**src/design/ifir_ram.sv**
```systemverilog
// Generic simple dual-port RAM: one write port, one read port with registered read data.
// No dependencies.
module ifir_ram #(
   parameter int WIDTH = 16,
   parameter int DEPTH = 256
) (
   input  logic                     clock,
   input  logic                     write_en,
   input  logic [$clog2(DEPTH)-1:0] write_addr,
   input  logic [WIDTH-1:0]         write_data,
   input  logic [$clog2(DEPTH)-1:0] read_addr,
   output logic [WIDTH-1:0]         read_data
);

   logic [WIDTH-1:0] mem_ff [DEPTH];
   logic [WIDTH-1:0] read_data_ff;

   always_ff @(posedge clock) begin
      if (write_en) begin
         mem_ff[write_addr] <= write_data;
      end
      read_data_ff <= mem_ff[read_addr];
   end

   assign read_data = read_data_ff;

endmodule

```
**config.mk**
```make
export PLATFORM = sky130hd
export DESIGN_NAME = ifir_ram
export DESIGN_NICKNAME = d
export VERILOG_FILES = /design/src/design/ifir_ram.sv
export SDC_FILE = /design/constraint.sdc
export NUM_CORES = 2
export LEC_CHECK = 0
export BUFFER_PORTS_ARGS = -buffer_cell sky130_fd_sc_hd__buf_2
export CAP_MARGIN = 20
export CORE_MARGIN = 2
export CORE_UTILIZATION = 35
export CTS_CLUSTER_DIAMETER = 100
export DETAILED_ROUTE_END_ITERATION = 10
export GPL_TIMING_DRIVEN = 0
export SYNTH_ARGS = -nofsm -noshare
export SYNTH_HDL_FRONTEND = slang
export SYNTH_SLANG_ARGS = --single-unit
export TNS_END_PERCENT = 50
```
**constraint.sdc**
```tcl
create_clock -name clock -period 5.2 [get_ports clock]
set_clock_uncertainty 0.15 [all_clocks]
set_input_delay 0.78 -clock clock [delete_from_list [all_inputs] [get_ports clock]]
set_output_delay 0.78 -clock clock [all_outputs]
set_load 0.01 [all_outputs]
```
==> metrics <==
Die Width=677.4 um; Initial Util=35.10%; uppermost layer routed=met5; Setup TNS=-0.8919 ns; CTS tree=done; Max-slew headroom=13.02%; number of max-cap violations=0; nets=8,161; TritonRoute pass-1 iters=7; Hold Crit Endpoint=mem_ff[85][0]; Internal Pwr Total=54.05 mW; maximum clock path buffer count=4; Num CTS Buffers=404; FMAX=0.1821 GHz; WHS Path Cells=1; Top FF cell, synth=edfxtp_1; unrepaired setup endpoints after global routing=no; Setup CP Type=in2reg; I/O Pins=50; Leakage=57.97 nW; Net Switching=15.51 mW; post-route cell area=0.1854 sq mm; pwr dens=375.2 mW/mm^2; Mapped Cells=7,360; clock period minus final worst setup slack=5.492 ns; vias in the first global route=81,550; vias per cell=5.778; P&R area growth vs syn=16.81%; vias=83,450; r2r setup slk=1.23 ns; grt ovf=0; Peak VDD IR=0.2876 mV; Post-DP HPWL=352,300 um; Die Ht=677.4 um; crit-path cells=buf_2, clkbuf_1, buf_8, buf_2, clkbuf_1, clkbuf_1, a21oi_1, nor3_1, nor3_1, nor4_1; met1 wire length=187,700 um; fin util=41.00%; 1st-iter DRT viols=13,110; failing checks=negative setup slack; CTS Root Cell=clkbuf_16; CORE AREA=0.4521 sq mm; worst endpoint required time=5.82 ns; largest net degree at the start of global routing=141; Post-synth EDFFs=4,096; gr usage total=21.41%; clock transition at the registers of the reported paths=0.06 ns; Pwr Total=69.56 mW; outcome=finished with violations; asr flop ratio synth=0%; R2R depth=6; post-synthesis net count=7,394; slowest CP cell=nor4_1; PnR worst setup slack=-0.2915 ns; worst reg2reg path endpoint=read_data[9]; H-Tree Depth=5; crit-path max FO=10; setup violators final=7; sw frac=22.30%; metal3 WL=56,420 um; drt drc=0; combinational share of power=6.0%; Avg WL per Cell=34.93 um; Slew Limit Fails=0; fillers=39,050; initial antenna violation count=39; met2 routed WL=230,000 um; pre-CTS setup slack=-1.166 ns; post-synth cell types=52; launch point of the worst reg-to-reg path=mem_ff[41][9]; post-CTS setup buffers=0; startpoint types=input port; global-route wire length before repair=681,800 um; actual slew at the worst max-slew pin=1.295 ns; clock share of power=41.4%; clk sinks=4,112; RePlAce Congestion=1.011; DRT antenna net count=0; HP Class=in2reg; min-delay src=write_data[0]; Yosys Warn Count=0; # rows=247; DP Area=0.1724 sq mm; final hold vios=0; sequential share of power=52.6%; I/O Buffers=39; Setup crit end kind=register; clk_lat worst skew=1.00 ns; Routed WL=504,400 um; critical path arrival=6.11 ns; count of state elements after synthesis=4,112; Final period util=105.6%; sequential share of the synthesized area=77.70%; max incr delay on CP=1.00 ns; die area=0.4589 sq mm; most frequent cell on the critical path=clkbuf_1; mean post-synth cell area=21.56 sq um; Mapped Area=0.1587 sq mm; layout cell share with drive strength beyond 1=26.95%
==> synth_stat cells, types with 4 or more instances <==
cell type	n	area [sq um]
o22ai_1	148	925.9
mux2_2	88	991.0
mux2i_1	565	5655
o21ai_0	37	185.2
nand2_1	38	142.6
o221ai_1	252	2207
buf_8	11	165.2
a2111oi_0	6	52.55
o32ai_1	20	175.2
or2_2	4	25.02
nand3_1	35	175.2
clkbuf_1	230	863.3
a21oi_1	175	875.8
buf_1	27	101.4
mux4_2	797	17950
nor2_1	304	1141
dfxtp_1	16	320.3
nand4_1	26	162.7
and3_1	11	68.82
nor4_1	17	106.4
edfxtp_1	4096	123000
a31oi_1	6	37.54
buf_6	77	867.1
buf_4	26	195.2
o31ai_1	16	120.1
buf_12	5	100.1
a211oi_1	18	135.1
a221oi_1	28	245.2
a22oi_1	43	322.8
nor2b_1	9	56.30
a22o_1	32	280.3
buf_2	76	380.4
nor3_1	92	460.4
==> worst max-delay path: cells and delay by family <==
| kind | cells | cell delay (ns) |
|---|---|---|
| buf+inv | 6 | 3.37 |
| simple gates | 3 | 1.78 |
| compound gates | 1 | 0.08 |
==> layout by cell type, fill, tap and decap left out, types with 37 or more instances in the layout <==
cell type,synthesis,final
nor2_2,0,232
nor3_1,92,91
buf_2,76,111
o221ai_1,252,252
clkinv_1,0,96
o22ai_1,148,148
mux2_2,88,88
buf_4,26,54
nand2_1,38,38
clkbuf_1,230,289
mux2i_1,565,565
buf_6,77,94
edfxtp_1,4096,4096
clkbuf_16,0,410
buf_16,0,55
buf_8,11,218
clkinv_2,0,75
o21ai_0,37,37
mux4_2,797,797
nor2_1,304,64
a21oi_1,175,175
a22oi_1,43,43
==> cell families (layout without fill, tap and decap cells) <==
group | count (synthesis) | in the layout | synth area share [%]
AO/OA/AOI/OAI | 786 | 786 | 3.537
flip-flops | 4112 | 4112 | 77.70
multiplexers | 1450 | 1450 | 15.50
AND/OR/NAND/NOR | 556 | 556 | 1.574
other | 0 | 13 | 0
buffers and inverters | 456 | 1549 | 1.693
==> state kept, by name (all words and copies together) (netlist names) <==
| register | flops |
|---|---|
| read_data | 16 |
| mem_ff | 4096 |
==> metrics by stage <==
stage | hold WS, ns | instances
2_1_floorplan | 0.7038 | 7360
3_3_place_gp | 0.9910 | 13380
6_report | 0.05723 | 14440
4_1_cts | 0.0008039 | 14420
5_1_grt | 0.03756 | 14440
3_5_place_dp | 0.8977 | 13690
==> layout make-up <==
class                           instances  area [sq um]  share of cell area, %
Sequential cell                      4112        123300                  66.52
Multi-Input combinational cell       2792         33420                  18.02
Clock buffer                          490         10560                  5.696
Tap cell                             5976          7477                  4.033
Timing Repair Buffer                  361          5574                  3.007
Buffer                                452          2701                  1.457
Clock inverter                        242          2302                  1.242
Antenna cell                           13         32.53                0.01755
Inverter                                4         15.01               0.008099
==> power groups by stage <==
| stage | clock [mW] | combinational [mW] | sequential [mW] |
|---|---|---|---|
| finish | 28.8 | 4.19 | 36.6 |
| CTS | 29.1 | 4.11 | 36.6 |
| detailed placement | 0 | 4.10 | 37.3 |
| floorplan | 0 | 1.80 | 37.3 |
| global placement | 0 | 3.83 | 37.4 |
| global route | 30.3 | 4.26 | 36.5 |
==> layer usage <==
metal	vias to the layer above	global-route usage, %
li1	32850	-
met1	44510	27.82
met2	5096	33.21
met3	989	5.699
met4	10	10.80
met5	-	0
==> repair_timing <==
| action | CTS | global route |
|---|---|---|
| resized for setup | 1 | 1 |
| hold buffers | 1 | 0 |
| hold endpoints to repair | 8 | 0 |
| setup endpoints to repair | 1 | 1 |
==> worst max-delay path by stage <==
stage	start	endpoint	slack (ns)	depth (start not counted)
floorplan	write_addr[3]	mem_ff[235][0]	2.11	6
global placement	read_addr[2]	read_data[1]	-2.73	9
detailed placement	read_addr[1]	read_data[11]	-1.17	10
CTS	read_addr[2]	read_data[0]	0.006	10
global route	read_addr[4]	read_data[0]	0.003	9
finish	read_addr[2]	read_data[9]	-0.29	10
(Power assumes the default switching activity.)
