`config.mk`:
```
export PLATFORM = sky130hd
export DESIGN_NAME = ifir_div
export DESIGN_NICKNAME = d
export VERILOG_FILES = /design/src/design/ifir_pkg.sv /design/src/design/ifir_div.sv
export SDC_FILE = /design/constraint.sdc
export NUM_CORES = 1
export LEC_CHECK = 0
export ABC_CLOCK_PERIOD_IN_PS = 15800
export BUFFER_PORTS_ARGS = -buffer_cell sky130_fd_sc_hd__buf_2
export CAP_MARGIN = 5
export CORE_MARGIN = 2
export CORE_UTILIZATION = 55
export CTS_BUF_LIST = sky130_fd_sc_hd__clkbuf_8
export DETAILED_ROUTE_END_ITERATION = 6
export PLACE_DENSITY = 0.76
export SYNTH_ARGS = -nofsm -noshare
export SYNTH_HDL_FRONTEND = slang
export SYNTH_SLANG_ARGS = --single-unit
```
`constraint.sdc`:
```
create_clock -name clock -period 15.8 [get_ports clock]
set_clock_uncertainty 0.2 [all_clocks]
set_input_delay 1.58 -clock clock [delete_from_list [all_inputs] [get_ports clock]]
set_output_delay 1.58 -clock clock [all_outputs]
set_load 0.1 [all_outputs]
```
`src/design/ifir_pkg.sv`:
```
// Shared types and constants for the integer FIR filter.
// Field widths, operation and register codes, and the divider request/response structs.
// No dependencies; ifir_if, ifir_div and integer_fir_filter refer to this package.
package ifir_pkg;

   localparam int SAMPLE_WIDTH       = 16;
   localparam int COEF_WIDTH         = 16;
   localparam int RESULT_WIDTH       = 32;
   localparam int TAP_COUNT_WIDTH    = 9;
   localparam int DENOM_WIDTH        = 16;
   localparam int COEF_INDEX_WIDTH   = 8;
   localparam int CSR_INDEX_WIDTH    = 8;
   localparam int CSR_DATA_WIDTH     = 16;

   // The divider retires this many quotient bits per clock.
   localparam int DIV_BITS_PER_CYCLE = 4;
   localparam int DIV_CYCLES         = RESULT_WIDTH / DIV_BITS_PER_CYCLE;
   localparam int DIV_COUNT_WIDTH    = $clog2(DIV_CYCLES);

   typedef logic [1:0] op_type;

   localparam op_type OP_FILTER = 2'd0;
   localparam op_type OP_COEF   = 2'd1;
   localparam op_type OP_CLEAR  = 2'd2;

   typedef logic [CSR_INDEX_WIDTH-1:0] csr_index_type;

   localparam csr_index_type REG_TAP_COUNT   = 8'd0;
   localparam csr_index_type REG_DENOMINATOR = 8'd1;

   typedef struct packed {
      logic                           start;
      logic signed [RESULT_WIDTH-1:0] dividend;
      logic [DENOM_WIDTH-1:0]         divisor;
   } div_req_type;

   typedef struct packed {
      logic                           done;
      logic signed [RESULT_WIDTH-1:0] quotient;
   } div_rsp_type;

endpackage

```
`src/design/ifir_div.sv`:
```
// Iterative signed divider: 32-bit dividend by a positive 16-bit divisor, quotient
// truncated toward zero, four quotient bits per clock. Depends on ifir_pkg.
module ifir_div (
   input  logic                  clock,
   input  logic                  reset,
   input  ifir_pkg::div_req_type req_in,
   output ifir_pkg::div_rsp_type rsp_out
);

   localparam int RW = ifir_pkg::RESULT_WIDTH;
   localparam int DW = ifir_pkg::DENOM_WIDTH;
   localparam int CW = ifir_pkg::DIV_COUNT_WIDTH;

   logic          busy_ff, busy_in;
   logic          done_ff, done_in;
   logic [CW-1:0] cnt_ff, cnt_in;
   logic          neg_ff, neg_in;
   logic [RW-1:0] quo_ff, quo_in;
   logic [DW-1:0] rem_ff, rem_in;
   logic [DW-1:0] dvs_ff, dvs_in;

   logic [RW-1:0] step_quo;
   logic [DW-1:0] step_rem;
   logic [DW:0]   trial;

   // Restoring division: the dividend shifts out of the top of quo_ff while
   // quotient bits shift in at the bottom.
   always_comb begin
      step_quo = quo_ff;
      step_rem = rem_ff;
      trial    = '0;
      for (int k = 0; k < ifir_pkg::DIV_BITS_PER_CYCLE; k++) begin
         trial    = {step_rem, step_quo[RW-1]};
         step_quo = {step_quo[RW-2:0], 1'b0};
         if (trial >= {1'b0, dvs_ff}) begin
            trial       = trial - {1'b0, dvs_ff};
            step_quo[0] = 1'b1;
         end
         step_rem = trial[DW-1:0];
      end
   end

   always_comb begin
      busy_in = busy_ff;
      done_in = 1'b0;
      cnt_in  = cnt_ff;
      neg_in  = neg_ff;
      quo_in  = quo_ff;
      rem_in  = rem_ff;
      dvs_in  = dvs_ff;
      if (req_in.start) begin
         busy_in = 1'b1;
         cnt_in  = '0;
         neg_in  = req_in.dividend[RW-1];
         quo_in  = req_in.dividend[RW-1] ? RW'(-req_in.dividend) : RW'(req_in.dividend);
         rem_in  = '0;
         dvs_in  = req_in.divisor;
      end else if (busy_ff) begin
         quo_in = step_quo;
         rem_in = step_rem;
         cnt_in = cnt_ff + 1'b1;
         if (cnt_ff == CW'(ifir_pkg::DIV_CYCLES - 1)) begin
            busy_in = 1'b0;
            done_in = 1'b1;
         end
      end
   end

   always_ff @(posedge clock) begin
      if (reset) begin
         busy_ff <= 1'b0;
         done_ff <= 1'b0;
         cnt_ff  <= '0;
      end else begin
         busy_ff <= busy_in;
         done_ff <= done_in;
         cnt_ff  <= cnt_in;
      end
      neg_ff <= neg_in;
      quo_ff <= quo_in;
      rem_ff <= rem_in;
      dvs_ff <= dvs_in;
   end

   // The product sign alone sets the quotient sign, since the divisor is positive.
   assign rsp_out.done     = done_ff;
   assign rsp_out.quotient = neg_ff ? -$signed(quo_ff) : $signed(quo_ff);

endmodule

```
==> run_results.csv, run 1 <==
group,metric,value,unit
run_status,status,"complete, no violations",
clock_network,cts_tree,"done",
synthesis,syn_inst,894,
global_route,met1_usage,37.5,%
cells_and_area,insertedDiodeCount,0,
sta,hold_viol_final,0,
cells_and_area,area_delta_synth_final,9.73,%
synthesis,synth_area_leaders,"edfxtp_1, ha_1, xnor2_1",
global_route,grtUsageMet3,6.39,%
setup_path,path_max_fanout,25,
global_route,grt_usage,26.3,%
cells_and_area,fillers,1223,
clock_network,htree_levels,3,
place,routabilityCongestion,0.941,
global_route,antenna_found_initial,0,
die,initial_utilization,56.7,%
clock_network,cts_resized,0,
global_route,grt_max_degree,61,
setup_path,critPathKind,"reg -> reg",
setup_path,cp_data_arrival_time,11590,ps
cells_and_area,layout-drive-gt1-share,15.1,%
place,place_hpwl,14700,um
die,fp-row-count,42,
synthesis,ys_types,72,
synthesis,synth-main-ff-cell,"edfxtp_1",
setup_path,rr_startpoint,"dvs_ff[1]",
setup_path,worst_ep_required_time,15890,ps
global_route,grt_pass1_vias,6416,
sta,min_period,11500,ps
place,io_buffers,83,
clock_network,clk_pin_slew,80,ps
hold_path,hold_path_startpoint,"rem_ff[3]",
hold_path,hold_path_end,"rem_ff[3]",
setup_path,slowest_stage,"a22o_1",
synthesis,syn-num-nets,1017,
synthesis,avgSynthCellArea,8.46,um^2
synthesis,yosysWarnings,0,
hold_path,min_path_cells,2,
sta,max_freq,87.0,MHz
sta,tns,0,ps
synthesis,synth_area,7560,um^2
clock_network,cts_buffers,9,
synthesis,synth_top_area_share,19.5,%
synthesis,yosys.area.top_type,"edfxtp_1",
global_route,grt.overflow.total,0,
setup_path,cp-end-kind,"register",
setup_path,reg2regPathDepth,43,
die,die_x,121,um
route,ant_nets,0,
clock_network,numClockSinks,70,
sta,worstMarginPinSlew,1090,ps
clock_network,cts.path.max_buffers,2,
clock_network,cts_setup_buffers,0,
setup_path,r2r_slack,4300,ps
die,ios,84,
synthesis,synth_edf_count,49,
synthesis,synth_seq_cells,70,
cells_and_area,final_cell_mix,"nor2_1, buf_2, ha_1",
route,wl,18700,um
setup_path,crit_path_frequent_cell,"nand2_1",
die,coreArea,13300,um^2
sta,setup_viol,0,
route,via_count,6792,
setup_path,r2r-end,"rem_ff[0]",
cells_and_area,final_util,62.2,%
route,via_per_inst,5.95,
flow_run,maxCapViolCount,0,
cells_and_area,final_common_cell,"nor2_1",
setup_path,critPathLaunchType,"register",
route,drtIter0Drc,520,
sta,slew_headroom,27.3,%
cells_and_area,final_nets,1083,
sta,rsz0062_at_grt,"false",
clock_network,cts-hold-fix-buffers,0,
route,dr.pass1.iters,5,
setup_path,max_stage_delay,710,ps
hold_path,hp-class,"reg -> reg",
route,drcViolationCount,0,
global_route,grt_pass1_wl,30800,um
synthesis,synth.yosys.seq_area_share,25.0,%
sta,maxSlewViolCount,0,
die,die_area,14700,um^2
route,wl_per_cell,16.4,um
clock_network,clock_latency,370,ps
clock_network,clk_root_buffer_cell,"clkbuf_8",
synthesis,async_flop_share,0,%
sta,fin_crit_sh,72.8,%
die,die_h,121,um
global_route,grtUsageMet2,40.7,%
global_route,grt_busiest_layer,"met2",
-- worst max-delay path: cells and delay by family, from the launching register on --
family	cells	cell delay, ps
simple gates	12	1650
flops	1	480
buf+inv	4	530
compound gates	21	6610
fa+ha+maj	4	1060
mux	2	840
-- sequential cells by signal, summed over array words and instances (netlist names) --
register	cells
quo_ff	32
dvs_ff	16
rem_ff	16
cnt_ff	3
busy_ff	1
done_ff	1
neg_ff	1
-- synthesized netlist by cell type, drive strengths merged, types with 3 or more instances --
| cell | n |
|---|---|
| o31a | 3 |
| a31o | 3 |
| o41ai | 9 |
| a21o | 22 |
| and3 | 3 |
| edfxtp | 49 |
| buf | 15 |
| o21a | 14 |
| nand2 | 67 |
| or3 | 12 |
| o31ai | 17 |
| xnor2 | 67 |
| nor4 | 6 |
| a21oi | 60 |
| o211ai | 4 |
| a31oi | 10 |
| nand4 | 7 |
| inv | 41 |
| nor2 | 90 |
| dfxtp | 21 |
| clkbuf | 16 |
| or2 | 3 |
| and2 | 4 |
| mux2 | 33 |
| o22ai | 3 |
| or4 | 9 |
| fa | 4 |
| mux2i | 19 |
| o311ai | 3 |
| nand2b | 12 |
| nor2b | 17 |
| xor2 | 38 |
| o21ai | 49 |
| ha | 68 |
| a211oi | 14 |
| o21bai | 4 |
| nor3 | 30 |
| nand3 | 21 |
-- logic make-up (layout without fill, tap and decap cells) --
logic type               count (synthesis)  count (layout)  synth area share [%]
AND/OR/NAND/NOR                        291             291                  18.7
AO/OA/AOI/OAI                          232             232                  20.4
XOR/XNOR                               105             105                  12.2
adder cells (fa/ha/maj)                 72              72                  12.3
buffers and inverters                   72             143                  3.97
flip-flops                              70              70                  25.0
multiplexers                            52              52                  7.48
-- layer usage --
layer  up-vias  wire (um)
met3        12       1390
met5         -          0
met2       204       8180
met1      3146       8940
li1       3430          -
met4         0        158
-- final cells by class --
type / instances / area, um^2 / area share, %
multi-input combinational: 752 / 5370 / 64.7
sequential: 70 / 1890 / 22.8
timing repair buffer: 86 / 440 / 5.31
tap: 176 / 220 / 2.65
inverter: 41 / 154 / 1.85
clock buffer: 9 / 124 / 1.49
clock inverter: 7 / 97.6 / 1.18
-- metrics by stage --
| step | cell area [um^2] | setup slack, ps | hold slack (ps) | std cells |
|---|---|---|---|---|
| floorplan | 7560 | 6150 | 264 | 894 |
| global placement | 8080 | 4680 | 299 | 1125 |
| detailed placement | 8080 | 4460 | 304 | 1125 |
| CTS | 8300 | 4400 | 314 | 1141 |
| global route | 8300 | 3470 | 364 | 1141 |
| finish | 8300 | 4300 | 318 | 1141 |
-- worst max path at each step --
stage | cells after the start | end | from
2_1_floorplan | 47 | rem_ff[10] | dvs_ff[1]
3_3_place_gp | 40 | rem_ff[0] | dvs_ff[1]
3_5_place_dp | 42 | rem_ff[0] | dvs_ff[1]
4_1_cts | 42 | rem_ff[0] | dvs_ff[1]
5_1_grt | 40 | rem_ff[3] | dvs_ff[1]
6_report | 43 | rem_ff[0] | dvs_ff[1]
Power of run 1 is left out: the tool's default activity adds up to more than one toggle a clock period on the data nets, which glitch-free logic cannot reach.
==> run 2, diff against run 1 <==
--- a/config.mk
+++ b/config.mk
@@ -5,14 +5,14 @@
 export SDC_FILE = /design/constraint.sdc
 export NUM_CORES = 1
 export LEC_CHECK = 0
-export ABC_CLOCK_PERIOD_IN_PS = 15800
+export ABC_CLOCK_PERIOD_IN_PS = 9400
 export BUFFER_PORTS_ARGS = -buffer_cell sky130_fd_sc_hd__buf_2
 export CAP_MARGIN = 5
 export CORE_MARGIN = 2
 export CORE_UTILIZATION = 55
 export CTS_BUF_LIST = sky130_fd_sc_hd__clkbuf_8
 export DETAILED_ROUTE_END_ITERATION = 6
-export PLACE_DENSITY = 0.76
+export PLACE_DENSITY = 0.79
 export SYNTH_ARGS = -nofsm -noshare
 export SYNTH_HDL_FRONTEND = slang
 export SYNTH_SLANG_ARGS = --single-unit
==> constraint.sdc (replaced) <==
create_clock -name clock -period 9.4 [get_ports clock]
set_clock_uncertainty 0.2 [all_clocks]
set_input_delay 0.94 -clock clock [delete_from_list [all_inputs] [get_ports clock]]
set_output_delay 0.94 -clock clock [all_outputs]
set_load 0.1 [all_outputs]
==> run_results.csv, run 2 (synthesis results as in run 1) <==
group,metric,value,unit
die,coreArea,13300,um^2
cells_and_area,area_delta_synth_final,17.1,%
route,drtIter0Drc,620,
route,ant_nets,0,
place,place_area,8410,um^2
clock_network,clock_latency,390,ps
route,via_count,7231,
setup_path,critPathLaunchType,"register",
route,wl,21400,um
global_route,grt_max_degree,61,
setup_path,cp_top_family,"compound AO/OA/AOI/OAI gates",
clock_network,cts-hold-fix-buffers,0,
sta,worstMarginPinSlew,953,ps
cells_and_area,top_register,"quo_ff",
run_status,status,"complete, no violations",
route,via_per_inst,6.08,
place,place_hpwl,16500,um
cells_and_area,final_area,8850,um^2
cells_and_area,final_common_cell,"nor2_1",
global_route,grt_pass1_wl,34200,um
sta,maxSlewViolCount,0,
clock_network,clk_pin_slew,70,ps
die,die_h,121,um
route,dr.pass1.iters,5,
cells_and_area,reg.largest.list,"quo_ff: 32 flops, dvs_ff: 16 flops, rem_ff: 16 flops",
global_route,grt_usage,29.5,%
die,fp-row-count,42,
sta,slew_headroom,36.5,%
hold_path,hp-class,"reg -> reg",
clock_network,htree_levels,3,
setup_path,r2r_slack,360,ps
cells_and_area,final_nets,1131,
cells_and_area,layout-drive-gt1-share,22.1,%
setup_path,slowest_stage,"edfxtp_1",
die,die_x,121,um
die,initial_utilization,56.7,%
cells_and_area,largest_register_ffs,32,
cells_and_area,final_cell_mix,"nor2_1, buf_2, xnor2_1",
clock_network,cts_tree,"done",
setup_path,cp-end-kind,"register",
cells_and_area,seq_area,1890,um^2
global_route,antenna_found_initial,0,
cells_and_area,insertedDiodeCount,0,
place,routabilityCongestion,1.00,
sta,min_period,9040,ps
setup_path,path_buf_inv,4,
cells_and_area,multi_input_area,5550,um^2
global_route,grt.overflow.total,0,
clock_network,cts_buffers,9,
cells_and_area,fillers,1131,
die,die_area,14700,um^2
setup_path,worst_ep_required_time,9500,ps
sta,hold_viol_final,0,
sta,fin_crit_sh,96.2,%
route,drcViolationCount,0,
clock_network,numClockSinks,70,
clock_network,clk_root_buffer_cell,"clkbuf_8",
route,wl_per_cell,18.0,um
global_route,grt_pass1_vias,6798,
place,io_buffers,83,
clock_network,cts.path.max_buffers,2,
die,ios,84,
setup_path,path_max_fanout,7,
sta,max_freq,111,MHz
setup_path,max_stage_delay,430,ps
sta,setup_viol,0,
setup_path,critPathKind,"reg -> reg",
flow_run,maxCapViolCount,0,
setup_path,cp_data_arrival_time,9140,ps
## run 2: changes by cell type in the layout (fill, tap and decap cells not counted), sizes merged
cell / before / now
clkinv: 2 / 4
clkbuf: 9 / 10
buf: 86 / 133
inv: 43 / 41
nand2: 67 / 68
bufinv: 2 / 1
## run 2: timing repair
| item | CTS | global route |
|---|---|---|
| gates cloned | 0 | 1 |
| setup endpoints to repair | 15 | 17 |
| buffers inserted | 0 | 7 |
| pin swaps | 0 | 8 |
| resized for setup | 4 | 35 |
## run 2: routing by layer
| metal | part of all wire [%] | global-route usage, % |
|---|---|---|
| met1 | 45 | 42.2 |
| met2 | 44 | 44.6 |
| met3 | 8.7 | 5.36 |
| met4 | 2.5 | 10.6 |
| met5 | 0 | 0 |
## run 2: worst min-delay path: cells and delay by family (launching register included)
kind	cells	cell delay, ps
AND/OR/NAND/NOR	1	90
flip-flops	1	340
AO/OA/AOI/OAI	1	50
## run 2: worst paths after layout
check,startpoint,end,cells after the start
worst min-delay path,rem_ff[3],rem_ff[3],2
worst max-delay path,quo_ff[31],rem_ff[0],42
worst max register to register,quo_ff[31],rem_ff[0],42
worst min register to register,rem_ff[3],rem_ff[3],2
## run 2: metrics by stage
step / setup WS, ps / util, % / instances / hold WS [ps] / TNS [ps]
floorplan: 23.9 / - / 894 / 264 / 0
global placement: 81.8 / 63.0 / 1165 / 308 / 0
detailed placement: -116 / 63.0 / 1165 / 303 / -381
CTS: 62.9 / 64.6 / 1181 / 318 / 0
global route: -114 / 66.3 / 1189 / 362 / -785
finish: 359 / 66.3 / 1189 / 320 / 0
## run 2: area by class of cell
class,instances,area share (%)
repair buffers,133,9.43
well taps,176,2.49
clock buffers,10,1.55
multi-input cells,753,62.7
clock inverters,6,0.692
inverters,41,1.74
flip-flops and latches,70,21.4
Power of run 2 is left out for the same reason.
==> run 3, diff against run 2 <==
--- a/config.mk
+++ b/config.mk
@@ -6,13 +6,14 @@
 export NUM_CORES = 1
 export LEC_CHECK = 0
 export ABC_CLOCK_PERIOD_IN_PS = 9400
-export BUFFER_PORTS_ARGS = -buffer_cell sky130_fd_sc_hd__buf_2
 export CAP_MARGIN = 5
+export CORE_ASPECT_RATIO = 0.8
 export CORE_MARGIN = 2
 export CORE_UTILIZATION = 55
 export CTS_BUF_LIST = sky130_fd_sc_hd__clkbuf_8
 export DETAILED_ROUTE_END_ITERATION = 6
-export PLACE_DENSITY = 0.79
+export DONT_BUFFER_PORTS = 1
+export PLACE_DENSITY = 0.73
 export SYNTH_ARGS = -nofsm -noshare
 export SYNTH_HDL_FRONTEND = slang
 export SYNTH_SLANG_ARGS = --single-unit
==> run_results.csv, run 3 (synthesis results as in run 1) <==
group,metric,value,unit
place,io_buffers,0,
clock_network,htree_levels,3,
flow_run,maxCapViolCount,0,
sta,fin_crit_sh,96.0,%
clock_network,clk_root_buffer_cell,"clkbuf_8",
route,drtIter0Drc,636,
die,die_area,14700,um^2
global_route,grt_pass1_vias,6457,
clock_network,cts.path.max_buffers,2,
place,place_area,8410,um^2
global_route,antenna_found_initial,1,
cells_and_area,final_nets,1077,
sta,layout_setup_ws,373,ps
run_status,status,"complete, no violations",
sta,worstMarginPinSlew,1240,ps
clock_network,clk_pin_slew,90,ps
clock_network,numClockSinks,70,
clock_network,cts-hold-fix-buffers,0,
route,via_count,7045,
sta,holdWs,305,ps
cells_and_area,final_common_cell,"nor2_1",
setup_path,slowest_stage,"ha_2",
route,wl,21700,um
sta,min_period,9030,ps
cells_and_area,instances_no_fill,1140,
global_route,grt_usage,30.1,%
die,fp-row-count,38,
setup_path,critPathLaunchType,"register",
route,dr.pass1.iters,5,
cells_and_area,layout-drive-gt1-share,21.3,%
clock_network,cts_tree,"done",
sta,slew_headroom,16.9,%
route,wl_per_cell,19.1,um
hold_path,hp-class,"reg -> reg",
global_route,grt_pass1_wl,34100,um
route,drcViolationCount,0,
sta,hold_viol_final,0,
setup_path,cp-end-kind,"register",
cells_and_area,largest_register_ffs,32,
cells_and_area,top_register,"quo_ff",
setup_path,max_stage_delay,430,ps
place,place_hpwl,17100,um
global_route,grt.overflow.total,0,
cells_and_area,area_delta_synth_final,17.3,%
clock_network,clock_latency,380,ps
setup_path,reg2regPathDepth,43,
die,initial_utilization,56.0,%
place,dp.cells,1112,
route,via_per_inst,6.18,
sta,maxSlewViolCount,0,
die,die_x,135,um
cells_and_area,final_area,8870,um^2
die,ios,84,
hold_path,min_path_cells,2,
global_route,grt_max_degree,102,
setup_path,path_max_fanout,15,
place,place_ws,-104,ps
sta,max_freq,111,MHz
clock_network,cts_buffers,9,
die,coreArea,13500,um^2
sta,setup_viol,0,
cells_and_area,reg.largest.list,"quo_ff: 32 flops, dvs_ff: 16 flops, rem_ff: 16 flops",
setup_path,critPathKind,"reg -> reg",
setup_path,worst_ep_required_time,9450,ps
cells_and_area,fillers,1098,
route,ant_nets,0,
place,routabilityCongestion,0.988,
setup_path,crit_path_frequent_cell,"ha_1",
cells_and_area,final_cell_mix,"nor2_1, buf_4, nand2_1",
setup_path,cp_data_arrival_time,9080,ps
die,die_h,109,um
run 3: changes by cell type in the layout (fill, tap and decap cells not counted), sizes merged:
cell / delta
buf: -53
inv: +3
clkinv: -4
nand2: -1
diode: +1
clkbuf: +1
run 3: cell type report:
class	count	area, um^2	area share, %
sequential	70	1890	21.3
timing repair buffer	80	617	6.96
antenna	1	2.50	0.0282
clock inverter	5	63.8	0.720
clock buffer	11	151	1.71
inverter	41	154	1.74
tap	180	225	2.54
multi-input combinational	752	5760	65.0
run 3: final timing paths:
path                                    to  slack [ps]        from
worst max register to register   rem_ff[5]         370  dvs_ff[10]
worst min register to register  rem_ff[13]         310  rem_ff[13]
worst min-delay path            rem_ff[13]         310  rem_ff[13]
worst max-delay path             rem_ff[5]         370  dvs_ff[10]
run 3: worst max-delay path, delay by kind of cell, from the launching register on:
kind / cells / cell delay [ps]
AND/OR/NAND/NOR: 12 / 1820
multiplexers: 3 / 920
buffers and inverters: 6 / 890
AO/OA/AOI/OAI: 18 / 3370
flip-flops: 1 / 340
adder cells (fa/ha/maj): 4 / 1380
run 3: per-stage QoR:
step                      utilization, %  TNS [ps]
after floorplan                        -         0
after global routing                65.7      -128
after CTS                           63.9         0
final                               65.7         0
after global placement              62.2     -37.7
after detailed placement            62.2      -235
run 3: what timing repair did:
item	CTS	global route
setup buffers	0	11
endpoints found under the setup margin	11	17
gates resized for setup	3	37
pin swaps	0	8
run 3: routing by layer:
| layer | share of wire [%] | GRT usage, % | up-vias |
|---|---|---|---|
| met1 | 47 | 45.2 | 3276 |
| met4 | 1.3 | 6.03 | 0 |
| met5 | 0 | 0 | - |
| met2 | 40 | 42.0 | 326 |
| met3 | 11 | 10.1 | 27 |
| li1 | - | - | 3416 |
Power of run 3 is left out for the same reason.
